[src/hw/rtl/b64sd_pkg.sv]
package b64sd_pkg;

   // Field widths of the request and response channels
   localparam int CHAR_W = 8;
   localparam int BYTE_W = 8;
   localparam int CNT_W  = 13;
   localparam int ACC_W  = 14;
   localparam int PEND_W = 4;
   localparam int SEXT_W = 6;

   // Hard ceiling on decoded bytes per string
   localparam int MAX_CAPACITY = 4096;
   localparam logic [CNT_W-1:0] CAPACITY_RESET = CNT_W'(4096);

   // Character codes with special meaning
   localparam logic [CHAR_W-1:0] CHAR_END = 8'd0;
   localparam logic [CHAR_W-1:0] CHAR_LF  = 8'd10;
   localparam logic [CHAR_W-1:0] CHAR_CR  = 8'd13;
   localparam logic [CHAR_W-1:0] CHAR_PAD = 8'd61;

   // Response status codes
   typedef enum logic [1:0] {
      ST_DATA    = 2'd0,
      ST_OK      = 2'd1,
      ST_BADCHAR = 2'd2,
      ST_OVERCAP = 2'd3
   } status_type;

   // Input stage contents
   typedef struct packed {
      logic              valid;
      logic [CHAR_W-1:0] char_code;
   } stage_type;

   // One response item
   typedef struct packed {
      logic [BYTE_W-1:0] out_byte;
      status_type        status;
      logic [CNT_W-1:0]  byte_count;
      logic              final_flag;
   } rsp_type;

   // Response push from the decode core to the output buffer
   typedef struct packed {
      logic    push;
      rsp_type rsp;
   } push_type;

   // Mapped symbol: valid flag and 6-bit value
   typedef struct packed {
      logic              valid;
      logic [SEXT_W-1:0] value;
   } sextet_type;

   // Map a base64 symbol to its 6-bit value
   function automatic sextet_type sextet_of(input logic [CHAR_W-1:0] ch);
      sextet_type s;
      logic [CHAR_W-1:0] d;
      s.valid = 1'b1;
      s.value = '0;
      d       = '0;
      if (ch >= 8'd65 && ch <= 8'd90) begin
         d       = ch - 8'd65;
         s.value = d[SEXT_W-1:0];
      end else if (ch >= 8'd97 && ch <= 8'd122) begin
         d       = ch - 8'd97 + 8'd26;
         s.value = d[SEXT_W-1:0];
      end else if (ch >= 8'd48 && ch <= 8'd57) begin
         d       = ch - 8'd48 + 8'd52;
         s.value = d[SEXT_W-1:0];
      end else if (ch == 8'd43) begin
         s.value = 6'd62;
      end else if (ch == 8'd47) begin
         s.value = 6'd63;
      end else begin
         s.valid = 1'b0;
      end
      return s;
   endfunction

endpackage

[src/hw/rtl/b64sd_in_stage.sv]
module b64sd_in_stage (
   input  logic                          clock,
   input  logic                          reset,
   input  logic                          req_valid,
   output logic                          req_stall,
   input  logic [b64sd_pkg::CHAR_W-1:0]  req_char_code,
   input  logic                          out_full,
   output b64sd_pkg::stage_type          stage,
   output logic                          fire
);
   import b64sd_pkg::*;

   logic      valid_ff, valid_in;
   logic [CHAR_W-1:0] char_ff, char_in;
   logic      load;

   // Advance the held request whenever the output buffer has room
   assign fire      = valid_ff && !out_full;
   assign load      = !valid_ff || fire;
   assign req_stall = valid_ff && out_full;

   always_comb begin
      valid_in = valid_ff;
      char_in  = char_ff;
      if (load) begin
         valid_in = req_valid;
         char_in  = req_char_code;
      end
   end

   always_ff @(posedge clock) begin
      if (reset) begin
         valid_ff <= 1'b0;
      end else begin
         valid_ff <= valid_in;
      end
      char_ff <= char_in;
   end

   assign stage.valid     = valid_ff;
   assign stage.char_code = char_ff;

endmodule

[src/hw/rtl/b64sd_core.sv]
module b64sd_core (
   input  logic                         clock,
   input  logic                         reset,
   input  logic                         csr_write_enable,
   input  logic [b64sd_pkg::CNT_W-1:0]  csr_write_data,
   input  b64sd_pkg::stage_type         stage,
   input  logic                         fire,
   output b64sd_pkg::push_type          push
);
   import b64sd_pkg::*;

   logic [CNT_W-1:0]  cap_ff, cap_in;
   logic [ACC_W-1:0]  acc_ff, acc_in;
   logic [PEND_W-1:0] pend_ff, pend_in;
   logic [CNT_W-1:0]  count_ff, count_in;
   status_type        err_ff, err_in;

   logic              is_end, is_skip, has_err, full;
   sextet_type        sx;
   logic [ACC_W-1:0]  acc_next, acc_shift;
   logic [PEND_W-1:0] pend_sum, pend_left;
   logic [CNT_W-1:0]  limit, count_inc;

   // Hold the capacity register; a write reaches the limit once it is registered
   assign cap_in = csr_write_enable ? csr_write_data : cap_ff;

   // Effective limit is the smaller of the register and the ceiling
   assign limit = (int'(cap_ff) > MAX_CAPACITY) ? CNT_W'(MAX_CAPACITY) : cap_ff;

   // Classify the held character and build the shifted accumulator
   assign is_end    = stage.char_code == CHAR_END;
   assign is_skip   = stage.char_code == CHAR_PAD || stage.char_code == CHAR_CR ||
                      stage.char_code == CHAR_LF;
   assign has_err   = err_ff != ST_DATA;
   assign sx        = sextet_of(stage.char_code);
   assign acc_next  = {acc_ff[ACC_W-SEXT_W-1:0], sx.value};
   assign pend_sum  = pend_ff + PEND_W'(6);
   assign full      = pend_sum >= PEND_W'(8);
   assign pend_left = pend_sum - PEND_W'(8);
   assign acc_shift = acc_next >> pend_left;
   assign count_inc = count_ff + CNT_W'(1);

   // Decode one request into next state and at most one response
   always_comb begin
      acc_in   = acc_ff;
      pend_in  = pend_ff;
      count_in = count_ff;
      err_in   = err_ff;
      push     = '0;
      push.rsp.status = ST_DATA;
      if (fire) begin
         if (is_end) begin
            push.push            = 1'b1;
            push.rsp.final_flag  = 1'b1;
            if (has_err) begin
               push.rsp.status     = err_ff;
            end else begin
               push.rsp.status     = ST_OK;
               push.rsp.byte_count = count_ff;
            end
            acc_in   = '0;
            pend_in  = '0;
            count_in = '0;
            err_in   = ST_DATA;
         end else if (!is_skip && !has_err) begin
            if (!sx.valid) begin
               err_in = ST_BADCHAR;
            end else begin
               acc_in  = acc_next;
               pend_in = full ? pend_left : pend_sum;
               if (full) begin
                  if (count_ff >= limit) begin
                     err_in = ST_OVERCAP;
                  end else begin
                     count_in            = count_inc;
                     push.push           = 1'b1;
                     push.rsp.out_byte   = acc_shift[BYTE_W-1:0];
                     push.rsp.byte_count = count_inc;
                  end
               end
            end
         end
      end
   end

   always_ff @(posedge clock) begin
      if (reset) begin
         cap_ff   <= CAPACITY_RESET;
         acc_ff   <= '0;
         pend_ff  <= '0;
         count_ff <= '0;
         err_ff   <= ST_DATA;
      end else begin
         cap_ff   <= cap_in;
         acc_ff   <= acc_in;
         pend_ff  <= pend_in;
         count_ff <= count_in;
         err_ff   <= err_in;
      end
   end

endmodule

[src/hw/rtl/b64sd_out_buf.sv]
module b64sd_out_buf (
   input  logic                  clock,
   input  logic                  reset,
   input  b64sd_pkg::push_type   push,
   output logic                  out_full,
   output logic                  rsp_valid,
   input  logic                  rsp_stall,
   output b64sd_pkg::rsp_type    rsp
);
   import b64sd_pkg::*;

   logic    main_valid_ff, main_valid_in;
   logic    skid_valid_ff, skid_valid_in;
   rsp_type main_ff, main_in;
   rsp_type skid_ff, skid_in;
   logic    pop;

   assign pop      = main_valid_ff && !rsp_stall;
   assign out_full = skid_valid_ff;

   // Refill the output register from the skid stage first, then from the core
   always_comb begin
      main_valid_in = main_valid_ff;
      skid_valid_in = skid_valid_ff;
      main_in       = main_ff;
      skid_in       = skid_ff;
      if (!main_valid_ff || pop) begin
         if (skid_valid_ff) begin
            main_valid_in = 1'b1;
            main_in       = skid_ff;
            skid_valid_in = push.push;
            skid_in       = push.rsp;
         end else begin
            main_valid_in = push.push;
            main_in       = push.rsp;
         end
      end else if (push.push) begin
         skid_valid_in = 1'b1;
         skid_in       = push.rsp;
      end
   end

   always_ff @(posedge clock) begin
      if (reset) begin
         main_valid_ff <= 1'b0;
         skid_valid_ff <= 1'b0;
      end else begin
         main_valid_ff <= main_valid_in;
         skid_valid_ff <= skid_valid_in;
      end
      main_ff <= main_in;
      skid_ff <= skid_in;
   end

   assign rsp_valid = main_valid_ff;
   assign rsp       = main_ff;

endmodule

[src/hw/rtl/base64_stream_decoder.sv]
// Streaming base64 decoder: one character per request, one request per cycle
// unless req_stall is high. Each request passes an input register, a single
// decode step and a two-entry output buffer: the request is held in the input
// register and its response then in the output buffer, whose head drives the ports;
// the sustained rate is one character per cycle, limited only by response
// stalls. A data response carries each completed byte, and a zero
// character closes the string with one final status response (done with the
// byte count, invalid character, or over capacity); '=', CR and LF are
// skipped. After an error status the bytes already sent for that string are
// to be discarded. csr_write_data sets the byte limit per string, capped at
// 4096; it resets to 4096 and should be written only while the block is idle.
module base64_stream_decoder (
   input  logic                         clock,
   input  logic                         reset,
   input  logic                         csr_write_enable,
   input  logic [b64sd_pkg::CNT_W-1:0]  csr_write_data,
   input  logic                         req_valid,
   output logic                         req_stall,
   input  logic [b64sd_pkg::CHAR_W-1:0] req_char_code,
   output logic                         rsp_valid,
   input  logic                         rsp_stall,
   output logic [b64sd_pkg::BYTE_W-1:0] rsp_out_byte,
   output logic [1:0]                   rsp_status,
   output logic [b64sd_pkg::CNT_W-1:0]  rsp_byte_count,
   output logic                         rsp_final_flag
);
   import b64sd_pkg::*;

   stage_type stage;
   push_type  push;
   rsp_type   rsp;
   logic      fire;
   logic      out_full;

   b64sd_in_stage u_in_stage (
      .clock         (clock),
      .reset         (reset),
      .req_valid     (req_valid),
      .req_stall     (req_stall),
      .req_char_code (req_char_code),
      .out_full      (out_full),
      .stage         (stage),
      .fire          (fire)
   );

   b64sd_core u_core (
      .clock            (clock),
      .reset            (reset),
      .csr_write_enable (csr_write_enable),
      .csr_write_data   (csr_write_data),
      .stage            (stage),
      .fire             (fire),
      .push             (push)
   );

   b64sd_out_buf u_out_buf (
      .clock     (clock),
      .reset     (reset),
      .push      (push),
      .out_full  (out_full),
      .rsp_valid (rsp_valid),
      .rsp_stall (rsp_stall),
      .rsp       (rsp)
   );

   // Unpack the response onto separate ports
   assign rsp_out_byte   = rsp.out_byte;
   assign rsp_status     = rsp.status;
   assign rsp_byte_count = rsp.byte_count;
   assign rsp_final_flag = rsp.final_flag;

endmodule

[config.mk]
export PLATFORM = sky130hd
export DESIGN_NAME = base64_stream_decoder
export DESIGN_NICKNAME = d
export VERILOG_FILES = /design/src/hw/rtl/b64sd_pkg.sv /design/src/hw/rtl/b64sd_in_stage.sv /design/src/hw/rtl/b64sd_core.sv /design/src/hw/rtl/b64sd_out_buf.sv /design/src/hw/rtl/base64_stream_decoder.sv
export SDC_FILE = /design/constraint.sdc
export NUM_CORES = 1
export LEC_CHECK = 0
export BUFFER_PORTS_ARGS = -buffer_cell sky130_fd_sc_hd__buf_4
export CAP_MARGIN = 20
export CELL_PAD_IN_SITES_DETAIL_PLACEMENT = 1
export CELL_PAD_IN_SITES_GLOBAL_PLACEMENT = 2
export CORE_MARGIN = 3
export CORE_UTILIZATION = 42
export DETAILED_ROUTE_END_ITERATION = 7
export GPL_TIMING_DRIVEN = 0
export PLACE_DENSITY_LB_ADDON = 0.1
export SLEW_MARGIN = 20
export SYNTH_ARGS = -nofsm -noshare
export SYNTH_HDL_FRONTEND = slang
export SYNTH_HIERARCHICAL = 1
export SYNTH_SLANG_ARGS = --single-unit
[constraint.sdc]
create_clock -name clock -period 6.5 [get_ports clock]
set_input_delay 1.3 -clock clock [delete_from_list [all_inputs] [get_ports clock]]
set_output_delay 1.3 -clock clock [all_outputs]
set_load 0.05 [all_outputs]
==> impl_metrics.yaml, run 1 <==
timing:
  fmax_ghz: 0.2800
  setup_viol: 0
  final.setup.tns_ns: 0
  period_share_pct: 54.94
  rsz0062_at_grt: "false"
  finClkSkew_ns: 0.006707
  holdWs_ns: 0.4732
  min_period_ns: 3.571
  maxSlewViolCount: 0
  slew_headroom_pct: 25.01
  worstMarginPinSlew_ns: 1.115
  hold_viol: 0
floorplan:
  top_level_ports: 52
  core_sq_um: 12260
  floorplan.die.height_microns: 119.2
  die_w_microns: 119.2
  row_count: 40
  dieArea_sq_um: 14210
  initial_core_util_pct: 43.91
grt:
  grt_max_degree: 26
  grt_pass1_wl_mm: 21.97
  grt_pass1_vias: 4169
  antenna_found_initial: 0
  grt.overflow.total: 0
  track_usage_pct: 19.41
final_layout:
  fin_util_pct: 51.10
  antenna_cells: 0
  final_nets: 627
  layout-drive-gt1-share_pct: 20.83
  syn2layout_area_growth_pct: 16.38
placement:
  dp_hpwl_mm: 10.36
  port_buffers: 50
  globalplace.congestion: 0.8607
clock_tree:
  cts_tree: "yes"
  cts_hold_buf: 0
  cts_max_path_buffers: 2
  insertion_delay_ns: 0.34
  clock-root-buffer: "clkbuf_16"
  cts.sinks: 98
  clkSlewWorstSetupHoldPaths_ns: 0.07
  htreeDepth: 3
  post_cts_resized: 0
  cts_buffers: 9
  cts_setup_buffers: 0
pwr:
  p_sw_uw: 306.6
  p_clk_share_pct: 41.0
  pwr-share-seq_pct: 51.1
  p_total_mw: 1.309
  pwr-share-comb_pct: 7.9
  vdd_drop_max_mv: 0.09753
  intPower_mw: 1.002
  swShare_pct: 23.43
  power_density_nw_per_um2: 208.9
  leakagePower_nw: 2.446
route:
  drc: 0
  antenna_left: 0
  firstDrtPassIters: 4
  wire_per_inst_microns: 18.07
  vias: 4128
  drtIter0Drc: 193
  wl_mm: 13.54
  vias_per_cell: 5.511
run:
  drv_cap: 0
yosys:
  syn_inst: 515
  syn_avg_cell_area_sq_um: 10.45
  synth_nets: 566
  syn_area_sq_um: 5384
  yosysWarnings: 6
setup_path:
  crit_arrival_ns: 3.55
  end_kind: "flip-flop"
  crit_required_ns: 6.48
  path_class: "flip-flop to flip-flop"
  cp_slowest_cell: "mux2_2"
  slowest_delay_ns: 0.58
  crit_path_start_kind: "flip-flop"
  crit_chain: "inv_1, clkbuf_1, nand2_1, ha_1, a21o_1, a21oi_1, nor4b_1, o21a_1, a21oi_1, inv_1, mux2_2"
  critPathBufInv: 3
  path_delay_family: "compound AO/OA/AOI/OAI gates"
  critPathMaxFanout: 24
min_path:
  hp-class: "flip-flop to flip-flop"
run_status:
  status: "finished, final reports clean"
metrics by stage:
step	std cells	setup slack [ns]	cell area, sq um
6_report	749	2.929	6266
5_1_grt	749	2.534	6266
4_1_cts	749	2.865	6266
3_5_place_dp	733	2.905	5969
3_3_place_gp	733	2.964	5969
2_1_floorplan	515	3.600	5384
layout by cell type (no fill, tap or decap), types with 4 or more instances in the layout:
| cell | instances |
|---|---|
| dfxtp_1 | 42 |
| nor2_1 | 39 |
| o21ai_0 | 27 |
| clkbuf_16 | 9 |
| nor3_1 | 18 |
| a21oi_1 | 35 |
| mux2_2 | 8 |
| inv_1 | 24 |
| a21o_1 | 5 |
| mux2_4 | 18 |
| buf_6 | 4 |
| nand3_1 | 29 |
| and3_1 | 9 |
| mux2i_1 | 15 |
| edfxtp_1 | 56 |
| nand2b_1 | 5 |
| nand2_1 | 46 |
| or3_1 | 4 |
| clkbuf_1 | 11 |
| ha_1 | 25 |
| buf_4 | 51 |
| nor2b_1 | 6 |
final cells by class:
type,instances,area [sq um]
Clock inverter,6,67.56
Buffer,23,156.4
Inverter,25,96.34
Sequential cell,98,2522
Fill cell,1357,5996
Tap cell,168,210.2
Timing Repair Buffer,50,375.4
Multi-Input combinational cell,369,2609
Clock buffer,10,229.0
final timing paths:
kind                      from                     to  slack (ns)  depth (start not counted)
min           u_core/acc_ff[6]       u_core/acc_ff[6]        0.47                          2
max          u_core/cap_ff[12]  u_out_buf/skid_ff[23]        2.93                         11
min reg2reg   u_core/acc_ff[6]       u_core/acc_ff[6]        0.47                          2
max reg2reg  u_core/cap_ff[12]  u_out_buf/skid_ff[23]        2.93                         11
state kept, by name, summed over array words and instances (netlist names):
name                 cells
u_out_buf/rsp_valid      1
u_core/cap_ff           13
u_in_stage/char_ff       8
u_out_buf/skid_ff       24
u_core/err_ff            2
u_out_buf/rsp           24
u_core/pend_ff           3
u_out_buf/out_full       1
u_core/acc_ff            8
u_core/count_ff         13
u_in_stage/valid_ff      1
worst register-to-register path: cells and delay by family (launching register included):
family | cells | cell delay, ns
compound gates | 4 | 0.82
buf+inv | 3 | 0.63
mux | 1 | 0.58
simple gates | 2 | 0.55
flops | 1 | 0.32
fa+ha+maj | 1 | 0.31
power by group through the flow:
stage / Sequential (mW) / Combinational (mW) / Clock (mW)
floorplan: 0.681 / 0.0679 / 0
global placement: 0.683 / 0.102 / 0
detailed placement: 0.683 / 0.104 / 0
CTS: 0.669 / 0.104 / 0.551
global route: 0.670 / 0.115 / 0.575
finish: 0.669 / 0.104 / 0.536
layer usage:
metal	share of wire, %	up-vias	track usage (%)	wire length (microns)
li1	-	2020	-	-
met1	49	2020	26.72	6626
met2	46	75	31.30	6283
met3	3.2	13	2.422	435
met4	1.4	0	7.314	191
met5	0	-	0	0
(Power assumes the default switching activity.)
==> run 2, diff against run 1 <==
--- a/config.mk
+++ b/config.mk
@@ -10,7 +10,7 @@
 export CELL_PAD_IN_SITES_DETAIL_PLACEMENT = 1
 export CELL_PAD_IN_SITES_GLOBAL_PLACEMENT = 2
 export CORE_MARGIN = 3
-export CORE_UTILIZATION = 42
+export CORE_UTILIZATION = 39
 export DETAILED_ROUTE_END_ITERATION = 7
 export GPL_TIMING_DRIVEN = 0
 export PLACE_DENSITY_LB_ADDON = 0.1
==> constraint.sdc (replaced) <==
create_clock -name clock -period 3.4 [get_ports clock]
set_input_delay 0.68 -clock clock [delete_from_list [all_inputs] [get_ports clock]]
set_output_delay 0.68 -clock clock [all_outputs]
set_load 0.05 [all_outputs]
==> impl_metrics.yaml, run 2 (synthesis results as in run 1) <==
clock_tree:
  insertion_delay_ns: 0.35
  cts.sinks: 98
  cts_hold_buf: 0
  clock-root-buffer: "clkbuf_16"
  cts_tree: "yes"
  htreeDepth: 3
  cts_buffers: 9
  clkSlewWorstSetupHoldPaths_ns: 0.07
  cts_max_path_buffers: 2
placement:
  dp_slack_ns: -0.1020
  globalplace.congestion: 0.8324
  dpl-instance-area_sq_um: 5979
  post-place-cells: 741
  port_buffers: 50
  dp_hpwl_mm: 10.48
setup_path:
  critPathMaxFanout: 10
  rr_startpoint: "u_in_stage/char_ff[2]"
  crit_arrival_ns: 3.43
  crit_required_ns: 3.62
  crit_path_start_kind: "flip-flop"
  critPathLaunch: "u_in_stage/char_ff[2]"
  end_kind: "flip-flop"
  path_class: "flip-flop to flip-flop"
route:
  wl_mm: 13.80
  wire_per_inst_microns: 18.18
  vias_per_cell: 5.443
  vias: 4131
  antenna_left: 0
  firstDrtPassIters: 4
  drc: 0
  drtIter0Drc: 193
final_layout:
  design_area_sq_um: 6354
  multi_input_area_sq_um: 2643
  layout-drive-gt1-share_pct: 22.81
  register_area_sq_um: 2522
  fin_util_pct: 47.60
  final_nets: 629
  fill_cells: 1502
  layout_common_cells: "edfxtp_1, buf_4, nand2_1, dfxtp_1, nor2_1"
  syn2layout_area_growth_pct: 18.01
  stdcell_count: 759
  final_common_cell: "edfxtp_1"
  antenna_cells: 0
grt:
  grt_pass1_wl_mm: 22.36
  grt_pass1_vias: 4223
  grt_max_degree: 26
  grt.overflow.total: 0
  antenna_found_initial: 0
  track_usage_pct: 19.05
floorplan:
  top_level_ports: 52
  core_sq_um: 13350
  dieArea_sq_um: 15250
  initial_core_util_pct: 40.34
  row_count: 42
  die_w_microns: 123.5
  floorplan.die.height_microns: 123.5
timing:
  hold_viol: 0
  finClkSkew_ns: 0.009611
  holdWs_ns: 0.4712
  fin_ws_ns: 0.1870
  rsz0062_at_grt: "false"
  final.setup.tns_ns: 0
  min_period_ns: 3.213
  worstMarginPinSlew_ns: 0.9725
  setup_viol: 0
  period_share_pct: 94.50
  fmax_ghz: 0.3112
  slew_headroom_pct: 35.01
  maxSlewViolCount: 0
run_status:
  status: "finished, final reports clean"
pwr:
  p_total_mw: 2.524
  power_density_nw_per_um2: 397.3
  leakagePower_nw: 2.483
  vdd_drop_max_mv: 0.2221
run:
  drv_cap: 0
min_path:
  hp-class: "flip-flop to flip-flop"
  min_from: "u_core/acc_ff[6]"
-- run 2: cell count changes in the layout (fill, tap and decap cells not counted), sizes merged --
cell,delta
buf,+4
clkinvlp,+1
clkbuf,-3
-- run 2: power breakdown --
part	internal [mW]	total [mW]	switching, mW
logic	0.0852	0.204	0.119
clock network	0.577	1.04	0.464
registers	1.26	1.28	0.0197
-- run 2: cell type report --
type	instances	share of cell area, %
clock buffers	9	3.545
well taps	176	3.466
flip-flops and latches	98	39.70
multi-input cells	369	41.59
inverters	25	1.575
clock inverters	7	1.201
plain buffers	21	2.343
repair buffers	54	6.577
-- run 2: critical path, cell delays in order, from the launching register on --
cell,delay [ns]
edfxtp_1,0.44
inv_1,0.24
ha_2,0.30
nand2_1,0.14
a311o_1,0.37
or2_1,0.23
buf_6,0.13
and3_4,0.16
buf_6,0.14
buf_6,0.15
nor2_1,0.10
nand4b_1,0.10
a21boi_0,0.34
mux2_2,0.24
-- run 2: repair_timing --
| action | 4_1_cts | 5_1_grt |
|---|---|---|
| gates resized for setup | 2 | 7 |
| endpoints found under the setup margin | 35 | 39 |
| gates cloned | 0 | 0 |
| setup buffers | 2 | 2 |
-- run 2: path summary, 6_finish.rpt --
check | slack [ns] | cells after the start | endpoint
max | 0.19 | 13 | u_out_buf/rsp[1]
min | 0.47 | 2 | u_core/acc_ff[6]
max reg2reg | 0.19 | 13 | u_out_buf/rsp[1]
min reg2reg | 0.47 | 2 | u_core/acc_ff[6]
-- run 2: metal layers --
metal,up-vias,GRT usage (%),share of wire (%)
li1,2030,-,-
met1,2022,25.90,48
met2,68,31.02,47
met3,11,3.660,3.5
met4,0,5.398,1.3
met5,-,0,0
==> run 3, diff against run 2 <==
--- a/config.mk
+++ b/config.mk
@@ -10,10 +10,11 @@
 export CELL_PAD_IN_SITES_DETAIL_PLACEMENT = 1
 export CELL_PAD_IN_SITES_GLOBAL_PLACEMENT = 2
 export CORE_MARGIN = 3
-export CORE_UTILIZATION = 39
+export CORE_UTILIZATION = 35
 export DETAILED_ROUTE_END_ITERATION = 7
 export GPL_TIMING_DRIVEN = 0
 export PLACE_DENSITY_LB_ADDON = 0.1
+export SETUP_SLACK_MARGIN = 0.3
 export SLEW_MARGIN = 20
 export SYNTH_ARGS = -nofsm -noshare
 export SYNTH_HDL_FRONTEND = slang
==> constraint.sdc (replaced) <==
create_clock -name clock -period 2.7 [get_ports clock]
set_input_delay 0.54 -clock clock [delete_from_list [all_inputs] [get_ports clock]]
set_output_delay 0.54 -clock clock [all_outputs]
set_load 0.05 [all_outputs]
==> impl_metrics.yaml, run 3 (synthesis results as in run 1) <==
run_status:
  status: "finished with violations"
  violations: "setup timing"
final_layout:
  fin_util_pct: 50.34
  antenna_cells: 0
  stdcell_count: 819
  final_common_cell: "buf_4"
  design_area_sq_um: 7455
  layout-drive-gt1-share_pct: 41.73
  final_nets: 681
  syn2layout_area_growth_pct: 38.46
  layout_common_cells: "buf_4, edfxtp_1, dfxtp_1, nand2_1, nor2_1"
  fill_cells: 1574
timing:
  finClkSkew_ns: 0.01226
  min_period_ns: 2.976
  period_share_pct: 110.2
  maxSlewViolCount: 0
  slew_headroom_pct: 45.25
  holdWs_ns: 0.3586
  worstMarginPinSlew_ns: 0.8145
  fin_ws_ns: -0.2764
  setup_viol: 87
  fmax_ghz: 0.3360
  final.setup.tns_ns: -10.41
  rsz0062_at_grt: "true"
  hold_viol: 0
setup_path:
  rr_startpoint: "u_in_stage/char_ff[3]"
  critPathLaunch: "u_in_stage/char_ff[3]"
  critPathBufInv: 1
  crit_path_start_kind: "flip-flop"
  crit_arrival_ns: 3.08
  crit_chain: "ha_2, a21o_1, a311o_1, buf_4, nor2_4, a21oi_2, mux4_2, and2_4, mux2_2"
  path_class: "flip-flop to flip-flop"
  cp_slowest_cell: "edfxtp_1"
  end_kind: "flip-flop"
  crit_required_ns: 2.80
  critPathMaxFanout: 7
  slowest_delay_ns: 0.55
  worstRegToRegCells: 9
  r2r_end: "u_out_buf/rsp[21]"
  ff2ff_setup_slack_ns: -0.28
  path_delay_family: "multiplexers"
grt:
  track_usage_pct: 18.69
  grt.overflow.total: 0
  grt_pass1_wl_mm: 24.58
  grt_max_degree: 29
  antenna_found_initial: 0
  grt_pass1_vias: 4499
pwr:
  power_density_nw_per_um2: 443.3
  p_total_mw: 3.305
  vdd_drop_max_mv: 0.3314
  leakagePower_nw: 2.928
route:
  firstDrtPassIters: 4
  wl_mm: 15.26
  vias_per_cell: 5.392
  wire_per_inst_microns: 18.63
  drc: 0
  drtIter0Drc: 170
  vias: 4416
  antenna_left: 0
clock_tree:
  insertion_delay_ns: 0.36
  clkSlewWorstSetupHoldPaths_ns: 0.07
  cts_tree: "yes"
  cts.sinks: 98
  htreeDepth: 3
  cts_buffers: 9
  cts_hold_buf: 0
  cts_max_path_buffers: 2
  clock-root-buffer: "clkbuf_16"
floorplan:
  die_w_microns: 130.0
  initial_core_util_pct: 36.36
  core_sq_um: 14810
  top_level_ports: 52
  floorplan.die.height_microns: 130.0
  dieArea_sq_um: 16910
  row_count: 44
placement:
  port_buffers: 50
  dp_slack_ns: -0.5600
  post-place-cells: 749
  dp_hpwl_mm: 10.45
  globalplace.congestion: 0.8602
  dpl-instance-area_sq_um: 6136
min_path:
  hp-class: "input port to flip-flop"
  holdPathEnd: "u_in_stage/char_ff[3]"
  min_from: "req_char_code[3]"
  whs_path_depth: 1
run:
  drv_cap: 0
run 3: how the worst max path moves through the flow:
stage	end	cells after the start
finish	u_out_buf/rsp[21]	9
global route	u_out_buf/rsp[17]	9
CTS	u_out_buf/rsp[21]	9
detailed placement	u_out_buf/rsp[10]	13
global placement	u_out_buf/rsp[10]	13
floorplan	u_out_buf/rsp[17]	11
run 3: repair_timing:
action / CTS / global route
setup endpoints to repair: 95 / 97
buffers inserted: 39 / 7
pin swaps: 30 / 1
cloned: 8 / 0
gates resized for setup: 119 / 9
run 3: final cells by class:
class	count	area [sq um]	share of cell area, %
clock buffers	10	229.0	3.072
clock inverters	6	71.32	0.9567
plain buffers	23	202.7	2.719
repair buffers	100	872.1	11.70
inverters	25	105.1	1.410
multi-input cells	373	3221	43.20
well taps	184	230.2	3.088
flip-flops and latches	98	2524	33.85
run 3: report_power, final:
group | total (mW) | internal [mW] | switching (mW)
sequential | 1.61 | 1.59 | 0.0217
combinational | 0.376 | 0.175 | 0.201
clock | 1.32 | 0.731 | 0.590
run 3: metal layers:
| layer | vias up | track usage (%) | part of all wire (%) |
|---|---|---|---|
| li1 | 2143 | - | - |
| met1 | 2152 | 25.01 | 46 |
| met2 | 102 | 30.90 | 48 |
| met3 | 19 | 4.257 | 4.1 |
| met4 | 0 | 4.401 | 1.3 |
| met5 | - | 0 | 0 |
run 3: worst register-to-register path, delay by kind of cell (launching register included):
family	cells	cell delay, ns
mux	2	0.74
compound gates	3	0.66
flops	1	0.55
fa+ha+maj	1	0.31
simple gates	2	0.29
buf+inv	1	0.16
